`src/sv/graph_colour_count_unit_defines.svh`:
```
// Assertion helpers for the module that carries checks.
`ifndef GRAPH_COLOUR_COUNT_UNIT_DEFINES_SVH
`define GRAPH_COLOUR_COUNT_UNIT_DEFINES_SVH

// The consequent must hold in the same cycle as the trigger.
`define GCC_ASSERT_IMPL(label, clk, rst_n, trig, cons) \
  label: assert property (@(posedge clk) disable iff (!rst_n) (trig) |-> (cons)) \
    else $error("assertion failed: same-cycle implication");

// The consequent must hold in the cycle after the trigger.
`define GCC_ASSERT_NEXT(label, clk, rst_n, trig, cons) \
  label: assert property (@(posedge clk) disable iff (!rst_n) (trig) |=> (cons)) \
    else $error("assertion failed: next-cycle implication");

`endif

```
`src/sv/gcc_popcount.sv`:
```
module gcc_popcount #(
  parameter int WIDTH = 64
) (
  input  logic                       clk,
  input  logic                       rst_n,
  input  logic                       in_valid,
  input  logic [WIDTH-1:0]           in_bits,
  output logic                       out_valid,
  output logic [$clog2(WIDTH+1)-1:0] out_count
);

  localparam int NG    = (WIDTH + 7) / 8;
  localparam int CNT_W = $clog2(WIDTH + 1);

  logic [NG*8-1:0]  padded;
  logic [3:0]       grp_nxt [NG];
  logic [3:0]       grp_r   [NG];
  logic [CNT_W-1:0] sum_nxt;
  logic [CNT_W-1:0] count_r;
  logic             v1_r;
  logic             v2_r;

  assign padded = (NG*8)'(in_bits);

  // First stage: count the ones in each byte.
  always_comb begin
    for (int g = 0; g < NG; g++) begin
      grp_nxt[g] = '0;
      for (int b = 0; b < 8; b++) begin
        grp_nxt[g] = grp_nxt[g] + 4'(padded[g*8+b]);
      end
    end
  end

  // Second stage: add the byte counts.
  always_comb begin
    sum_nxt = '0;
    for (int g = 0; g < NG; g++) begin
      sum_nxt = sum_nxt + CNT_W'(grp_r[g]);
    end
  end

  always_ff @(posedge clk) begin
    if (!rst_n) begin
      v1_r <= 1'b0;
      v2_r <= 1'b0;
    end else begin
      v1_r <= in_valid;
      v2_r <= v1_r;
    end
    grp_r   <= grp_nxt;
    count_r <= sum_nxt;
  end

  assign out_valid = v2_r;
  assign out_count = count_r;

endmodule

```
`config.mk`:
```
export PLATFORM = sky130hd
export DESIGN_NAME = gcc_popcount
export DESIGN_NICKNAME = d
export VERILOG_FILES = /design/src/sv/graph_colour_count_unit_defines.svh /design/src/sv/gcc_popcount.sv
export SDC_FILE = /design/constraint.sdc
export NUM_CORES = 1
export LEC_CHECK = 0
export CAP_MARGIN = 20
export CORE_MARGIN = 2
export CORE_UTILIZATION = 30
export DETAILED_ROUTE_END_ITERATION = 10
export DONT_BUFFER_PORTS = 1
export PLACE_DENSITY = 0.56
export SLEW_MARGIN = 20
export SYNTH_ARGS = -nofsm -noshare
export SYNTH_HDL_FRONTEND = slang
export SYNTH_SLANG_ARGS = --single-unit
```
`constraint.sdc`:
```
create_clock -name clk -period 10.75 [get_ports clk]
set_input_delay 1.6125 -clock clk [delete_from_list [all_inputs] [get_ports clk]]
set_output_delay 1.6125 -clock clk [all_outputs]
set_load 0.02 [all_outputs]
```
* Yosys cells after proc, flatten, opt, wreduce, memory -nomap -nowiden
Index checks and enable logic that the tools add are counted.
** Storage, ports and cells
- Register bits after elaboration :: 41
- Output and inout port bits :: 8
- Input bits :: 67
** Cells by class
- Add/subtract/negate cells :: 63
** Operators with widths (count)
- 4-bit by 1-bit adder with 4-bit output :: 32
- 3-bit by 1-bit adder with 4-bit output :: 8
- 7-bit by 4-bit adder with 7-bit output :: 4
- 2-bit by 1-bit adder with 3-bit output :: 8
- 1-bit by 1-bit adder with 2-bit output :: 8
- 6-bit by 4-bit adder with 7-bit output :: 1
- 5-bit by 4-bit adder with 6-bit output :: 1
- 4-bit by 4-bit adder with 5-bit output :: 1

* Depth between registers and ports, before layout
- Depth in word-level cells :: 7
- Mapped depth :: 14
- Mapped depth without buffers :: 14

* Worst setup path after synthesis
OpenSTA, ideal clock, no wires.
- Path type :: input to register
- Start point :: input port in_bits[40]
- End point :: register grp_r[10] (netlist bit)
- Path buffers :: 0
- Library setup time :: 118 ps
- Data arrival time :: 3828 ps
- Stages on the path :: 8
- Path slack :: 6804 ps
- Cell sequence :: fa_1 > inv_1 > fa_1 > fa_1 > inv_1 > ha_1 > fa_1 > xor2_1
** RTL lines
- from (decl) :: line gcc_popcount.sv:7 : input logic [WIDTH-1:0] in_bits,
- to (signal assigned) :: line gcc_popcount.sv:51 : grp_r <= grp_nxt;
- to (decl) :: line gcc_popcount.sv:17 : logic [3:0] grp_r [NG];

==> results.md <==
- Post-Route WL: approximately 4000 um
- Final hold slack: between 0.4 and 0.5 ns
- Compound-Gate Fraction of Synth Area: roughly 2.1%
- Drt wl/cell: around 9.7 um
- Diode count: 0
- PortBufs: 0
- Rel. slew slack: a little under nine tenths
- Crit-path leading delay family: adder cells
- Final Hold Vio Count: 0
- H-tree Lvls: 2
- Outcome: finished clean
- DR vias/cell: 3.685
- Number of remaining DRC errors: 0
- Placed cells: a little over 400
- Initial core utilization: a little under a third
- Clk sinks: 41
- CP Launch Type: input pin
- I/O pin count: 75
- First-pass GRT wire length: about 7300 um
- Antenna viol nets, final: 0
- Multiplexer area fraction after synthesis: 0%
- Final slew viol count: 0
- PostCTS Resize Cnt: 0
- Clock Skew: 0.006971 ns
- CTS max path bufs: 2
- Critical path class: in -> reg
- Placer Congestion: 0.7109
- Worst path bufs/invs: 2
- CTS Root Cell: clkbuf_8
- Die Height: between 100 and 150 um
- Fin crit share: between 30% and 40%
- Final-stage net count: between 400 and 500
- Register area share after synthesis: 27.47%
- Synth Warn #: 0
- Initial antenna violation count: 0
- Synth Instances: about 280
- DR vias: 1555
- Syn avg cell area: between 10 and 15 um^2
- Number of global-route vias before repair: between 1500 and 2000
- Slowest-stage cell, CP: fa_1
- Post-Syn Nets: approximately 430
- Worst-skew pair later-pin latency: roughly 0.29 ns
- Postcts setup bufs: 0
- Initial DRC Count: 30
- Congestion Overflow GR: 0
- Die Area: around 11000 um^2
- DR pass1 iterations: 2
- Most frequent CP cell: fa_1
- WP data required: between 10 and 15 ns
- #FFs+latches synth: just over 40
- Clk slew on worst S/H paths: around 0.08 ns
- Hpwl dp: 3718 um
- Combinational family with the most area after synthesis: adder cells
- MaxCap Viol Count: 0
- TritonCTS Buffers: 5
- Die X: between 100 and 150 um
- Largest net degree at the start of global routing: 15
- GRT Total Usage: under 10%
- Row count: 36
- Setup violations, final: 0
- Critical Path AT: 3.89 ns
- Fmax: between 200 and 300 MHz
- Setup TNS: 0 ns
- Post-Synth Adder-Cell Area: about half
- Area grow syn2layout: 9.422%
- TritonCTS clock tree: yes
- Layout cells sized above 1: 3.114%
- Mapped Area: between 2000 and 3000 um^2
- Largest stage delay on the critical path: around 0.52 ns
- Tightest Pin Transition: 0.2115 ns
- Crit-path cells: fa_1, inv_1, fa_1, fa_1, inv_1, ha_1, fa_1, xor2_1
- Final WS setup: ~7.0 ns
- CP Max Fanout: 2
- Hold_buf cts: 0
- Min Tclk post-route: approximately 3.7 ns
- RSZ-0062 raised after global routing: false
- Capturing element type of the critical path: flip-flop
- Post-synthesis simple-gate area fraction: around 2.5%
- Layout Cells excl Fill: around 420
- Core ar.: roughly 10000 um^2
- Synth Area in XOR/XNOR: between 2 and 3%
- Unique masters post-synth: 13
- Place WS: 6.717 ns
- HP Class: reg -> reg
==> per-stage QoR <==
| step | area, um^2 | util, % |
|---|---|---|
| after floorplan | 2988 | - |
| after global placement | 3154 | 32.42 |
| after detailed placement | 3154 | 32.42 |
| after CTS | 3269 | 33.60 |
| after global routing | 3269 | 33.60 |
| final | 3269 | 33.60 |
==> cells by family after synthesis <==
family,Yosys count
AOI/OAI and AO/OA,11
xor gates and xnor gates,10
adders and majority gates,86
buffers and inverters,121
DFF,41
and+or+nand+nor,12
==> area by class of cell <==
type / instances / area, um^2
clock inverters: 3 / 46.29
inverters: 121 / 454.2
flip-flops and latches: 41 / 820.8
clock buffers: 5 / 68.82
multi-input cells: 119 / 1713
well taps: 133 / 166.4
fillers: 1045 / 6460
==> per-layer routing <==
metal	GRT usage [%]	wire length, um
met1	10.12	1768
met2	14.57	2043
met3	2.643	221
met4	2.317	40
met5	0	0
==> worst register-to-register path, stage by stage (launching register included) <==
cell and delay (ns):
dfxtp_1 0.31, inv_1 0.05, fa_1 0.54, inv_1 0.06
fa_1 0.51, fa_1 0.54, inv_1 0.05, fa_1 0.47
inv_1 0.07, ha_1 0.17, inv_1 0.06, fa_1 0.39
nor2b_1 0.12, o21ai_0 0.08, nand2b_1 0.07
==> layout by cell type (no fill, tap or decap) <==
cell	synthesis	routed
dfxtp_1	41	41
fa_1	55	55
o21ai_0	1	1
xor2_1	7	7
a21o_1	1	1
nor2b_1	9	9
clkinvlp_4	0	1
inv_1	121	121
clkinv_4	0	1
clkbuf_8	0	5
nand2b_1	1	1
bufinv_16	0	1
and2_1	2	2
a21oi_2	1	1
xnor2_1	3	3
a21oi_1	8	8
ha_1	31	31
==> registers in the layout, summed over array words and instances, names as in the netlist <==
signal	cells
grp_r	32
out_count	7
out_valid	1
v1_r	1
==> worst paths after layout <==
kind,endpoint,cells after the start,slack (ns),startpoint
setup / recovery,grp_r[6],8,7.04,in_bits[48]
hold / removal,out_valid,1,0.44,v1_r
setup reg to reg,out_count[6],14,7.21,grp_r[2]
hold reg to reg,out_valid,1,0.44,v1_r
==> synth_stat cells <==
library cell	count	area (um^2)
nor2b_1	9	56.30
a21o_1	1	7.510
ha_1	31	387.9
o21ai_0	1	5.000
and2_1	2	12.51
nand2b_1	1	6.260
a21oi_1	8	40.04
xnor2_1	3	26.28
fa_1	55	1101
xor2_1	7	61.31
a21oi_2	1	8.760
inv_1	121	454.2
dfxtp_1	41	820.8
Power is left out: the tool's default activity adds up to more than one toggle a clock period on the data nets, which glitch-free logic cannot reach.
